## config.mk

```make
export PLATFORM = sky130hd
export DESIGN_NAME = coalescing_priority_task_queue
export DESIGN_NICKNAME = d
export VERILOG_FILES = /design/src/hw/rtl/cptq_pkg.sv /design/src/hw/rtl/coalescing_priority_task_queue.sv
export SDC_FILE = /design/constraint.sdc
export NUM_CORES = 2
export LEC_CHECK = 0
export BUFFER_PORTS_ARGS = -buffer_cell sky130_fd_sc_hd__buf_2
export CAP_MARGIN = 20
export CORE_ASPECT_RATIO = 1.75
export CORE_MARGIN = 2
export CORE_UTILIZATION = 55
export CTS_CLUSTER_SIZE = 25
export DETAILED_ROUTE_END_ITERATION = 10
export PLACE_DENSITY = 0.74
export SLEW_MARGIN = 20
export SYNTH_ARGS = -nofsm -noshare
export SYNTH_HDL_FRONTEND = slang
export SYNTH_SLANG_ARGS = --single-unit
```

## constraint.sdc

```tcl
create_clock -name clock -period 5 [get_ports clock]
set_input_delay 1 -clock clock [delete_from_list [all_inputs] [get_ports clock]]
set_output_delay 1 -clock clock [all_outputs]
set_load 0.02 [all_outputs]
```

## src/hw/rtl/cptq_pkg.sv

```systemverilog
`timescale 1ns / 1ps
// ----------------------------------------------------------------------------
// cptq_pkg: shared constants
// Action codes, status codes and widths of the coalescing priority task queue.
// ----------------------------------------------------------------------------
package cptq_pkg;

   localparam int NUM_TASKS     = 64;
   localparam int PRIORITY_BITS = 8;
   localparam int SLOT_BITS     = $clog2(NUM_TASKS);
   localparam int LEN_BITS      = $clog2(NUM_TASKS + 1);
   localparam int COUNT_BITS    = 16;

   localparam logic [2:0] ACT_ENQUEUE  = 3'd0;
   localparam logic [2:0] ACT_TAKE     = 3'd1;
   localparam logic [2:0] ACT_FINISH   = 3'd2;
   localparam logic [2:0] ACT_CANCEL   = 3'd3;
   localparam logic [2:0] ACT_BLOCK    = 3'd4;
   localparam logic [2:0] ACT_UNBLOCK  = 3'd5;
   localparam logic [2:0] ACT_SHUTDOWN = 3'd6;

   localparam logic [1:0] ST_OK       = 2'd0;
   localparam logic [1:0] ST_INACTIVE = 2'd1;
   localparam logic [1:0] ST_BUSY     = 2'd2;
   localparam logic [1:0] ST_EMPTY    = 2'd3;

   localparam logic [COUNT_BITS-1:0] COUNT_MAX = '1;

   localparam logic [0:0] REG_HAS_NOTIFIER = 1'd0;

endpackage

```

## src/hw/rtl/coalescing_priority_task_queue.sv

```systemverilog
`timescale 1ns / 1ps
// ----------------------------------------------------------------------------
// coalescing_priority_task_queue: priority work queue with coalescing
// Linked-list priority queue of task slots kept in synchronous memories.
// ----------------------------------------------------------------------------
// Usage:
//   Each request on req_* (action, task_id, priority_req) is accepted with
//   req_valid/req_ready and answered by exactly one result on rsp_*, in order.
//   The APB-style psel/penable port holds has_notifier at address 0; write it
//   only while no request is in flight.
// Timing: one request is worked on at a time; req_ready is high only in IDLE.
//   An accepted request passes READ and DECIDE, then walks the list one entry
//   at a time in INS or CAN for a sorted insert or a mid-list cancel, writes a
//   second node in WRNEW or CAN2 (append, mid-list insert, mid-list cancel of a
//   slot other than the tail) and waits in DONE. The next request is accepted
//   the cycle after the result is loaded into the output register.
// Stall: hold the result in the output register while rsp_ready is low; the
//   next request is still accepted and its result waits in DONE until the
//   output register frees.
// Reset: the list is empty, the queue active and the notifier attached.
//   Pending counts read as zero through per-slot valid bits cleared at reset.
// ----------------------------------------------------------------------------
module coalescing_priority_task_queue (
   input  logic                                clock,
   input  logic                                reset,
   input  logic                                req_valid,
   output logic                                req_ready,
   input  logic [2:0]                          req_action,
   input  logic [cptq_pkg::SLOT_BITS-1:0]      req_task_id,
   input  logic [cptq_pkg::PRIORITY_BITS-1:0]  req_priority_req,
   output logic                                rsp_valid,
   input  logic                                rsp_ready,
   output logic [1:0]                          rsp_status,
   output logic [cptq_pkg::SLOT_BITS-1:0]      rsp_task_out,
   output logic                                rsp_task_valid,
   output logic [cptq_pkg::COUNT_BITS-1:0]     rsp_pending_count,
   output logic                                rsp_notify,
   input  logic                                psel,
   input  logic                                penable,
   input  logic                                pwrite,
   input  logic [2:0]                          paddr,
   input  logic [31:0]                         pwdata,
   output logic [31:0]                         prdata,
   output logic                                pready
);

   localparam int SB = cptq_pkg::SLOT_BITS;
   localparam int PB = cptq_pkg::PRIORITY_BITS;
   localparam int LB = cptq_pkg::LEN_BITS;
   localparam int CB = cptq_pkg::COUNT_BITS;
   localparam int N  = cptq_pkg::NUM_TASKS;

   typedef enum logic [2:0] {
      S_IDLE, S_READ, S_DECIDE, S_INS, S_WRNEW, S_CAN, S_CAN2, S_DONE
   } state_type;

   typedef struct packed {
      logic [SB-1:0] link;
      logic [PB-1:0] prio;
   } node_type;

   // memories: list node (next link and priority) and pending count per slot
   node_type      node_mem [N];
   logic [CB-1:0] count_mem [N];
   logic [N-1:0]  count_ok_ff;

   logic          node_we;
   logic [SB-1:0] node_wa, node_ra;
   node_type      node_wd, node_rd_ff;
   logic          cnt_we;
   logic [SB-1:0] cnt_wa, cnt_ra;
   logic [CB-1:0] cnt_wd, cnt_raw_ff, cnt_rd;
   logic          cnt_okr_ff;

   // control state
   state_type     st_ff, st_in;
   logic [2:0]    act_ff, act_in;
   logic [SB-1:0] tid_ff, tid_in;
   logic [PB-1:0] pri_ff, pri_in;
   logic [SB-1:0] head_ff, head_in, tail_ff, tail_in, run_ff, run_in;
   logic [LB-1:0] len_ff, len_in;
   logic          runv_ff, runv_in, blk_ff, blk_in, def_ff, def_in;
   logic          on_ff, on_in, notif_ff, notif_in;
   logic [SB-1:0] cur_ff, cur_in, prev_ff, prev_in, new_link_ff, new_link_in;
   logic [PB-1:0] prev_pri_ff, prev_pri_in;
   logic          hprev_ff, hprev_in;
   // result being built
   logic [1:0]    r_st_ff, r_st_in;
   logic [SB-1:0] r_to_ff, r_to_in;
   logic          r_tv_ff, r_tv_in, r_nt_ff, r_nt_in;
   logic [CB-1:0] r_cnt_ff, r_cnt_in;
   // output register
   logic          o_v_ff, o_v_in;
   logic [1:0]    o_st_ff, o_st_in;
   logic [SB-1:0] o_to_ff, o_to_in;
   logic          o_tv_ff, o_tv_in, o_nt_ff, o_nt_in;
   logic [CB-1:0] o_cnt_ff, o_cnt_in;

   logic          csr_wr;
   logic          out_free;

   always_ff @(posedge clock) begin
      if (node_we) begin
         node_mem[node_wa] <= node_wd;
      end
      node_rd_ff <= node_mem[node_ra];
   end

   always_ff @(posedge clock) begin
      if (cnt_we) begin
         count_mem[cnt_wa] <= cnt_wd;
      end
      cnt_raw_ff <= count_mem[cnt_ra];
   end

   // a slot never written reads as a zero count
   always_ff @(posedge clock) begin
      if (reset) begin
         count_ok_ff <= '0;
         cnt_okr_ff  <= 1'b0;
      end else begin
         if (cnt_we) begin
            count_ok_ff[cnt_wa] <= 1'b1;
         end
         cnt_okr_ff <= count_ok_ff[cnt_ra];
      end
   end
   assign cnt_rd = cnt_okr_ff ? cnt_raw_ff : '0;

   assign pready = 1'b1;
   assign csr_wr = psel && penable && pwrite;
   assign prdata = (paddr[2] == cptq_pkg::REG_HAS_NOTIFIER) ? {31'd0, notif_ff} : 32'd0;

   assign req_ready         = (st_ff == S_IDLE);
   assign rsp_valid         = o_v_ff;
   assign rsp_status        = o_st_ff;
   assign rsp_task_out      = o_to_ff;
   assign rsp_task_valid    = o_tv_ff;
   assign rsp_pending_count = o_cnt_ff;
   assign rsp_notify        = o_nt_ff;

   assign out_free = !o_v_ff || rsp_ready;

   always_comb begin
      st_in = st_ff; act_in = act_ff; tid_in = tid_ff; pri_in = pri_ff;
      head_in = head_ff; tail_in = tail_ff; run_in = run_ff; len_in = len_ff;
      runv_in = runv_ff; blk_in = blk_ff; def_in = def_ff; on_in = on_ff;
      cur_in = cur_ff; prev_in = prev_ff; prev_pri_in = prev_pri_ff;
      hprev_in = hprev_ff; new_link_in = new_link_ff;
      r_st_in = r_st_ff; r_to_in = r_to_ff; r_tv_in = r_tv_ff; r_nt_in = r_nt_ff;
      r_cnt_in = r_cnt_ff;
      o_v_in = o_v_ff && !rsp_ready;
      o_st_in = o_st_ff; o_to_in = o_to_ff; o_tv_in = o_tv_ff; o_nt_in = o_nt_ff;
      o_cnt_in = o_cnt_ff;
      notif_in = notif_ff;
      node_we = 1'b0; node_wa = tid_ff; node_ra = head_ff;
      node_wd.link = new_link_ff; node_wd.prio = pri_ff;
      cnt_we = 1'b0; cnt_wa = tid_ff; cnt_wd = '0; cnt_ra = tid_ff;
      if (csr_wr && paddr[2] == cptq_pkg::REG_HAS_NOTIFIER) begin
         notif_in = pwdata[0];
      end
      case (st_ff)
         S_IDLE: begin
            if (req_valid) begin
               act_in = req_action; tid_in = req_task_id; pri_in = req_priority_req;
               r_st_in = cptq_pkg::ST_OK; r_to_in = '0; r_tv_in = 1'b0;
               r_nt_in = 1'b0; r_cnt_in = '0;
               st_in = S_READ;
            end
         end
         S_READ: begin
            // fetch the count of the addressed slot and the node the action needs
            if (act_ff == cptq_pkg::ACT_TAKE) begin
               cnt_ra = head_ff;
            end
            if (act_ff == cptq_pkg::ACT_ENQUEUE) begin
               node_ra = tail_ff;
            end
            st_in = S_DECIDE;
         end
         S_DECIDE: begin
            st_in = S_DONE;
            case (act_ff)
               cptq_pkg::ACT_ENQUEUE: begin
                  if (!on_ff) begin
                     r_st_in = cptq_pkg::ST_INACTIVE;
                  end else if (cnt_rd != '0) begin
                     // coalesce: bump the count, keep the queued priority
                     cnt_we = (cnt_rd != cptq_pkg::COUNT_MAX);
                     cnt_wd = cnt_rd + 1'b1;
                  end else begin
                     cnt_we = 1'b1; cnt_wd = CB'(1);
                     len_in = len_ff + 1'b1;
                     if (!blk_ff) begin
                        r_nt_in = notif_ff;
                     end else begin
                        def_in = 1'b1;
                     end
                     if (len_ff == '0) begin
                        node_we = 1'b1; node_wd.link = '0;
                        head_in = tid_ff; tail_in = tid_ff;
                     end else if (node_rd_ff.prio >= pri_ff) begin
                        // append behind the tail, then write the new node
                        node_we = 1'b1; node_wa = tail_ff;
                        node_wd.link = tid_ff; node_wd.prio = node_rd_ff.prio;
                        tail_in = tid_ff; new_link_in = '0;
                        st_in = S_WRNEW;
                     end else begin
                        // walk from head for the first lower-priority entry
                        node_ra = head_ff; cur_in = head_ff; hprev_in = 1'b0;
                        st_in = S_INS;
                     end
                  end
               end
               cptq_pkg::ACT_TAKE: begin
                  if (len_ff == '0) begin
                     r_st_in = cptq_pkg::ST_EMPTY;
                  end else begin
                     if (len_ff > LB'(1)) begin
                        head_in = node_rd_ff.link;
                     end
                     len_in = len_ff - 1'b1;
                     r_cnt_in = cnt_rd;
                     cnt_we = 1'b1; cnt_wa = head_ff; cnt_wd = '0;
                     run_in = head_ff; runv_in = 1'b1;
                     r_to_in = head_ff; r_tv_in = 1'b1;
                  end
               end
               cptq_pkg::ACT_FINISH: begin
                  runv_in = 1'b0;
               end
               cptq_pkg::ACT_CANCEL: begin
                  r_cnt_in = cnt_rd;
                  cnt_we = 1'b1; cnt_wd = '0;
                  if (runv_ff && run_ff == tid_ff) begin
                     r_st_in = cptq_pkg::ST_BUSY;
                  end
                  if (cnt_rd != '0) begin
                     if (head_ff == tid_ff) begin
                        if (len_ff > LB'(1)) begin
                           head_in = node_rd_ff.link;
                        end
                        len_in = len_ff - 1'b1;
                     end else begin
                        // walk from head for the predecessor
                        node_ra = head_ff; cur_in = head_ff;
                        st_in = S_CAN;
                     end
                  end
               end
               cptq_pkg::ACT_BLOCK: begin
                  blk_in = 1'b1;
               end
               cptq_pkg::ACT_UNBLOCK: begin
                  blk_in = 1'b0;
                  if (def_ff) begin
                     def_in = 1'b0;
                     r_nt_in = notif_ff;
                  end
               end
               cptq_pkg::ACT_SHUTDOWN: begin
                  on_in = 1'b0;
               end
               default: ;
            endcase
         end
         S_INS: begin
            // node_rd_ff holds the node of cur
            if (node_rd_ff.prio < pri_ff) begin
               new_link_in = cur_ff;
               node_we = 1'b1;
               if (hprev_ff) begin
                  node_wa = prev_ff; node_wd.link = tid_ff; node_wd.prio = prev_pri_ff;
                  st_in = S_WRNEW;
               end else begin
                  node_wd.link = cur_ff;
                  head_in = tid_ff;
                  st_in = S_DONE;
               end
            end else begin
               prev_in = cur_ff; prev_pri_in = node_rd_ff.prio; hprev_in = 1'b1;
               cur_in = node_rd_ff.link; node_ra = node_rd_ff.link;
            end
         end
         S_WRNEW: begin
            node_we = 1'b1;
            st_in = S_DONE;
         end
         S_CAN: begin
            // node_rd_ff holds the node of cur
            if (node_rd_ff.link == tid_ff) begin
               len_in = len_ff - 1'b1;
               if (tail_ff == tid_ff) begin
                  tail_in = cur_ff;
                  st_in = S_DONE;
               end else begin
                  // read the next link of the cancelled slot, then relink
                  prev_pri_in = node_rd_ff.prio; node_ra = tid_ff;
                  st_in = S_CAN2;
               end
            end else begin
               cur_in = node_rd_ff.link; node_ra = node_rd_ff.link;
            end
         end
         S_CAN2: begin
            node_we = 1'b1; node_wa = cur_ff;
            node_wd.link = node_rd_ff.link; node_wd.prio = prev_pri_ff;
            st_in = S_DONE;
         end
         S_DONE: begin
            if (out_free) begin
               o_v_in = 1'b1;
               o_st_in = r_st_ff; o_to_in = r_to_ff; o_tv_in = r_tv_ff;
               o_nt_in = r_nt_ff; o_cnt_in = r_cnt_ff;
               st_in = S_IDLE;
            end
         end
         default: st_in = S_IDLE;
      endcase
   end

   always_ff @(posedge clock) begin
      if (reset) begin
         st_ff <= S_IDLE; act_ff <= cptq_pkg::ACT_ENQUEUE; tid_ff <= '0; pri_ff <= '0;
         head_ff <= '0; tail_ff <= '0; len_ff <= '0; run_ff <= '0; runv_ff <= 1'b0;
         blk_ff <= 1'b0; def_ff <= 1'b0; on_ff <= 1'b1; notif_ff <= 1'b1;
         cur_ff <= '0; prev_ff <= '0; prev_pri_ff <= '0; hprev_ff <= 1'b0;
         new_link_ff <= '0;
         r_st_ff <= cptq_pkg::ST_OK; r_to_ff <= '0; r_tv_ff <= 1'b0; r_nt_ff <= 1'b0;
         r_cnt_ff <= '0;
         o_v_ff <= 1'b0; o_st_ff <= cptq_pkg::ST_OK; o_to_ff <= '0; o_tv_ff <= 1'b0;
         o_nt_ff <= 1'b0; o_cnt_ff <= '0;
      end else begin
         st_ff <= st_in; act_ff <= act_in; tid_ff <= tid_in; pri_ff <= pri_in;
         head_ff <= head_in; tail_ff <= tail_in; len_ff <= len_in; run_ff <= run_in;
         runv_ff <= runv_in; blk_ff <= blk_in; def_ff <= def_in; on_ff <= on_in;
         notif_ff <= notif_in;
         cur_ff <= cur_in; prev_ff <= prev_in; prev_pri_ff <= prev_pri_in;
         hprev_ff <= hprev_in; new_link_ff <= new_link_in;
         r_st_ff <= r_st_in; r_to_ff <= r_to_in; r_tv_ff <= r_tv_in; r_nt_ff <= r_nt_in;
         r_cnt_ff <= r_cnt_in;
         o_v_ff <= o_v_in; o_st_ff <= o_st_in; o_to_ff <= o_to_in; o_tv_ff <= o_tv_in;
         o_nt_ff <= o_nt_in; o_cnt_ff <= o_cnt_in;
      end
   end

endmodule

```

Word level (Yosys, flattened, before mapping)
Memories as Yosys holds them, arrays and structs flattened. A register that Yosys moved wholly into a read port is not among the register bits.
Index checks and enable logic that the tools add are counted.
Cells by class
  $add $sub $neg: 3
  equal/unequal tests: 56
  mux-type cells: 154
  reduce and logical (&&, ||, !) cells: 42
  bitwise operators: 4
  magnitude comparators: 6
Operators by type and width (number)
  $mux 6: 50
  $mux 16: 7
  $pmux 6 s3: 4
  $mux 14: 5
  $or 64x64->64: 1
  $pmux 16 s2: 2
  $pmux 6 s2: 5
  $ne 3x3->1 const B: 15
  $mux 7: 6
  $pmux 14 s3: 1
  $mux 8: 5
  $ne 2x2->1 const B: 20
  $mux 1: 36
  $reduce_and 7->1: 4
  $eq 6x6->1: 4
  $mux 3: 8
  $eq 3x3->1 const B: 7
  $pmux 3 s7: 1
  $pmux 7 s3: 1
  $add 16x1->16 const B: 1
  $ne 16x16->1 const B: 1
  $pmux 8 s2: 1
  $reduce_and 4->1: 4
  $reduce_bool 16->1: 1
  36 further kinds: 75
Storage, ports and cells
  memory bits (writable): 1920
  register bits: 195
  memories: 2
  bits of input ports: 59
  logic and storage cells: 298
  output and inout bits: 61
Memory list
  count_mem: words 64, width 16, read ports 1, clocked after Yosys merged registers in 1, wr ports 1, line coalescing_priority_task_queue.sv:64  | logic [CB-1:0] count_mem [N];
  node_mem: words 64, width 14, read ports 1, clocked after Yosys merged registers in 1, wr ports 1, line coalescing_priority_task_queue.sv:63  | node_type node_mem [N];

Logic depth before layout (Yosys ltp)
  depth in word-level cells: 9
  gate-level depth with buffers: 17
  gate-level depth less buffers: 12

Least setup slack after synthesis
Ideal clock, no wire load.
  path kind: reg-to-reg
  from: register pri_ff[1]
  to: memory node_mem[0][12] (netlist bit) (data pin)
  period minus slack after synthesis: 5416 ps
  library setup time: 702 ps
  stages on the path, launching flop included: 10
  required time: 4298 ps
  arrival: 4715 ps
  setup slack: -416 ps
  path buffers: 0
  path through: dfxtp_1 -> inv_1 -> ha_1 -> nor2b_1 -> o31ai_2 -> a21o_1 -> a2111oi_1 -> a22o_1 -> a21oi_1 -> o21ai_0
RTL lines
  start: declaration: line coalescing_priority_task_queue.sv:79  | logic [PB-1:0] pri_ff, pri_in;
  start signal: assignment: line coalescing_priority_task_queue.sv:334  | st_ff <= st_in; act_ff <= act_in; tid_ff <= tid_in; pri_ff <= pri_in;
  end: declaration: line coalescing_priority_task_queue.sv:63

Worst setup path after layout
  from: register pri_ff[1]
  to: register node_rd_ff[7] (netlist name)
On the way
  longest elaborated chain between the ends: 3
Ends and longest elaborated chain
  $lt 8x8->1: line coalescing_priority_task_queue.sv:269  | if (node_rd_ff.prio < pri_ff) begin
  $mux 6: line coalescing_priority_task_queue.sv:269
  $pmux 6 s3: line coalescing_priority_task_queue.sv:162  | case (st_ff)
Every way passes these cells.
A chain may end at the register's enable or synchronous reset.

==> key figures <==
Synth
  • Post-synth top area cell: edfxtp_1
  • XOR/XNOR Fraction of Synth Area: 0.00457
  • Area share of fa/ha/maj cells after synthesis: 0.00188
  • Average cell area after synthesis: 15.9 µm²
  • Largest family of logic cells by synthesized area: multiplexers
  • Sequential share of the synthesized area: 0.720
  • Ys async rst share: 0
  • Synth unique cells: 76
  • Synth Area in Compound Gates: 0.0562
  • Top_reg_cell synth: edfxtp_1
  • Post-synthesis simple-gate area fraction: 0.0735
  • Ys Warns: 0
  • Top cells by area, synth: edfxtp_1 67%, mux4_2 7.6%, dfxtp_1 5.2%
  • Mux contribution to synthesized area: 0.123
  • Post-Syn Instances: 5416
  • Cell area after synthesis: 86300 µm²
  • #FFs+latches synth: 2145
  • Synth top area share: 0.668
  • Post-synth EDFFs: 1920

Critical path
  • R2r worst-path depth: 13
  • Arrival time worst endpoint: 5.35 ns
  • FF-to-FF setup slack: 0.29 ns
  • Worst EP required: 5.64 ns
  • Setup crit end: node_rd_ff[7]$_DFF_P_
  • Critical Path Start: pri_ff[1]$_SDFFE_PP0P_
  • Reg-to-Reg End: node_rd_ff[7]$_DFF_P_
  • CP Class: reg -> reg
  • Critical path launch point type: register
  • RR Startpoint: pri_ff[1]$_SDFFE_PP0P_
  • CP Max Fanout: 21
  • Crit end category: register

Timing
  • Worst-Margin Slew: 1.09 ns
  • Crit path time final: 4.71 ns
  • Final worst-path cycle share: 0.941
  • Unrepaired setup endpoints after global routing: false
  • Final Max Tran Viols: 0
  • FMAX: 212 MHz
  • Final setup fails: 0
  • Rel. slew slack: 0.270
  • Final hold viol count: 0
  • Setup TNS Final: 0 ns
  • Worst Skew: 0.0719 ns

Placed design
  • DPL Wire Length: 145 mm
  • Placer Congestion: 0.983
  • DP Area: 91500 µm²
  • Number of buffers added on ports: 54

Global routing
  • Initial antenna violation count: 1
  • Overflow after GRT: 0
  • Largest net degree at the start of global routing: 124
  • Global-route wire length before repair: 329 mm
  • Gr usage total: 0.281
  • Vias in the first global route: 50600

Floorplan
  • Row cnt: 192
  • Chip Width: 303 µm
  • Initial core utilization: 0.553
  • Num ports: 120
  • Core box area: 156000 µm²
  • Die area: 160000 µm²
  • Die Y: 528 µm

Drt
  • DR vias/cell: 6.31
  • Pre-antenna DRT Iters: 6
  • Iteration-0 DRC Markers: 5166
  • DR WL/cell: 28.5 µm
  • Antenna-violating nets left: 0
  • DRC violations left: 0
  • Vias: 49900
  • Final wirelength: 226 mm

Power
  • Clk pwr share: 0.299
  • VDD IR max: 376 µV
  • Reg power frac: 0.449
  • Switching power share of the total: 0.309
  • Power share of the combinational group: 0.251
  • Cell Int Power: 33100 µW
  • Cell Pwr Density: 492 nW/µm²
  • Leak: 0.0323 µW
  • Net switching power: 14800 µW

Clock network
  • H-tree lvl count: 4
  • CTS Buffer Depth: 4
  • Clk slew on worst S/H paths: 0.06 ns
  • Clk sinks: 2145
  • CTS tree: done
  • Hold_buf cts: 0
  • Worst skew pair latency: 0.84 ns
  • Post-CTS Setup Bufs: 0
  • Post-CTS sizing: 0
  • Clk root buf: clkbuf_16
  • CTS Buf Count: 187

Layout
  • Share of cells above drive strength 1: 0.196
  • Area Growth Syn to Fin: 13.0%
  • Design area: 97500 µm²
  • Fillers: 10900
  • Fin nets: 5793

Run status
  • Status: completed

Run
  • Max Cap Viol: 0

Min path
  • Hold Path Class: reg -> reg
## power by group through the flow
stage          registers, µW  clock network, µW  logic [µW]
3_5_place_dp           21900                  0       11900
5_1_grt                21600              15200       12700
4_1_cts                21500              14500       11900
6_report               21600              14400       12000
2_1_floorplan          21700                  0        7340
3_3_place_gp           21900                  0       11600
## synthesized netlist by cell type, types with 24 or more instances
| master | n |
|---|---|
| edfxtp_1 | 1920 |
| nand2_1 | 667 |
| mux2i_1 | 327 |
| nor2_1 | 317 |
| mux4_2 | 290 |
| a21oi_1 | 232 |
| dfxtp_1 | 225 |
| clkbuf_1 | 214 |
| a211oi_1 | 196 |
| and3_1 | 115 |
| buf_2 | 91 |
| and2_1 | 89 |
| mux2_2 | 69 |
| nand3_1 | 66 |
| nand4_1 | 62 |
| o21ai_0 | 52 |
| a311oi_1 | 49 |
| buf_4 | 42 |
| a31oi_1 | 40 |
| nor4_1 | 38 |
| o22ai_1 | 34 |
| xnor2_1 | 24 |
## layout by cell type, fill, tap and decap left out, types with 10 or more instances in the layout
cell type,count
edfxtp_1,1920
nand2_1,663
buf_4,357
mux2i_1,323
nor2_1,300
mux4_2,290
dfxtp_1,225
a21oi_1,220
a211oi_1,196
clkbuf_16,193
and3_1,114
and2_1,87
mux2_2,68
nand3_1,65
nand4_1,62
buf_2,53
a311oi_1,49
o21ai_0,49
buf_12,42
a31oi_1,40
clkbuf_1,36
clkinv_1,35
o22ai_1,34
nor4_1,33
conb_1,32
clkinv_2,29
xnor2_1,24
xor2_1,21
inv_1,20
nor3_1,17
bufinv_16,15
nor2_4,14
a221oi_1,14
o2111a_1,13
ha_1,13
a21oi_4,11
nand2b_1,10
a22o_1,10
a2111oi_2,10
## per-layer routing
| layer | vias up | routed length [µm] | global-route usage |
|---|---|---|---|
| li1 | 21600 | - | - |
| met1 | 25400 | 75700 | 0.316 |
| met2 | 2188 | 115000 | 0.481 |
| met3 | 674 | 13500 | 0.0362 |
| met4 | 0 | 21200 | 0.221 |
| met5 | - | 0 | 0 |
## registers in the layout, summed over array words and instances, names as in the netlist, 6 cells and up
signal             cells
r_to_ff                6
rsp_pending_count     16
node_mem             896
tid_ff                 6
run_ff                 6
cnt_raw_ff            16
new_link_ff            6
prev_pri_ff            8
tail_ff                6
head_ff                6
cur_ff                 6
pri_ff                 8
r_cnt_ff              16
rsp_task_out           6
count_ok_ff           64
count_mem           1024
len_ff                 7
prev_ff                6
node_rd_ff            14
## logic make-up (layout without fill, tap and decap cells)
| kind of cell | after synthesis | in the layout |
|---|---|---|
| compound gates | 716 | 716 |
| fa+ha+maj | 13 | 13 |
| mux | 688 | 688 |
| other cells | 2 | 34 |
| buf+inv | 387 | 808 |
| flops | 2145 | 2145 |
| simple gates | 1420 | 1420 |
| xor+xnor | 45 | 45 |
## critical path, stage by stage, from the launching register on
cell	delay (ns)
dfxtp_1	0.38
inv_1	0.06
ha_1	0.27
nor2b_1	0.15
o31ai_2	0.34
a211oi_1	0.22
or3_1	0.45
a221o_1	0.42
or2_2	0.56
nand4_1	0.21
buf_4	0.25
a211oi_1	0.08
nor4_2	0.94
nand3_1	0.18
## final cells by class
cell class              instances  area (µm²)  area share
repair buffers                453        3800      0.0389
inverters                      20        75.1    0.000770
multi-input cells            2914       22900       0.235
clock inverters                99         960     0.00984
well taps                    2037        2550      0.0261
diodes                          2        5.00   0.0000513
flip-flops and latches       2145       62200       0.637
clock buffers                 236        5060      0.0519
## through the flow
stage	hold slack (ns)	utilization	cells	setup slack, ns	power [µW]
floorplan	0.431	-	5446	0.345	29000
global placement	0.442	0.586	7569	0.433	33500
CTS	0.459	0.625	7904	0.321	48000
detailed placement	0.447	0.586	7569	0.430	33800
global route	0.476	0.625	7905	0.0516	49400
finish	0.457	0.625	7906	0.294	48000
## worst min path at each step
stage	from	endpoint	depth (start not counted)
global placement	count_ok_ff[8]$_SDFFE_PP0P_	count_ok_ff[8]$_SDFFE_PP0P_	2
CTS	rsp_pending_count[6]$_SDFFE_PP0P_	rsp_pending_count[6]$_SDFFE_PP0P_	2
detailed placement	r_cnt_ff[2]$_SDFFE_PP0P_	r_cnt_ff[2]$_SDFFE_PP0P_	2
global route	r_cnt_ff[2]$_SDFFE_PP0P_	r_cnt_ff[2]$_SDFFE_PP0P_	2
finish	rsp_task_out[1]$_SDFFE_PP0P_	rsp_task_out[1]$_SDFFE_PP0P_	2
floorplan	r_st_ff[0]$_SDFFE_PP0P_	rsp_status[0]$_SDFFE_PP0P_	2
No activity file was read; power rests on OpenSTA's default activity.
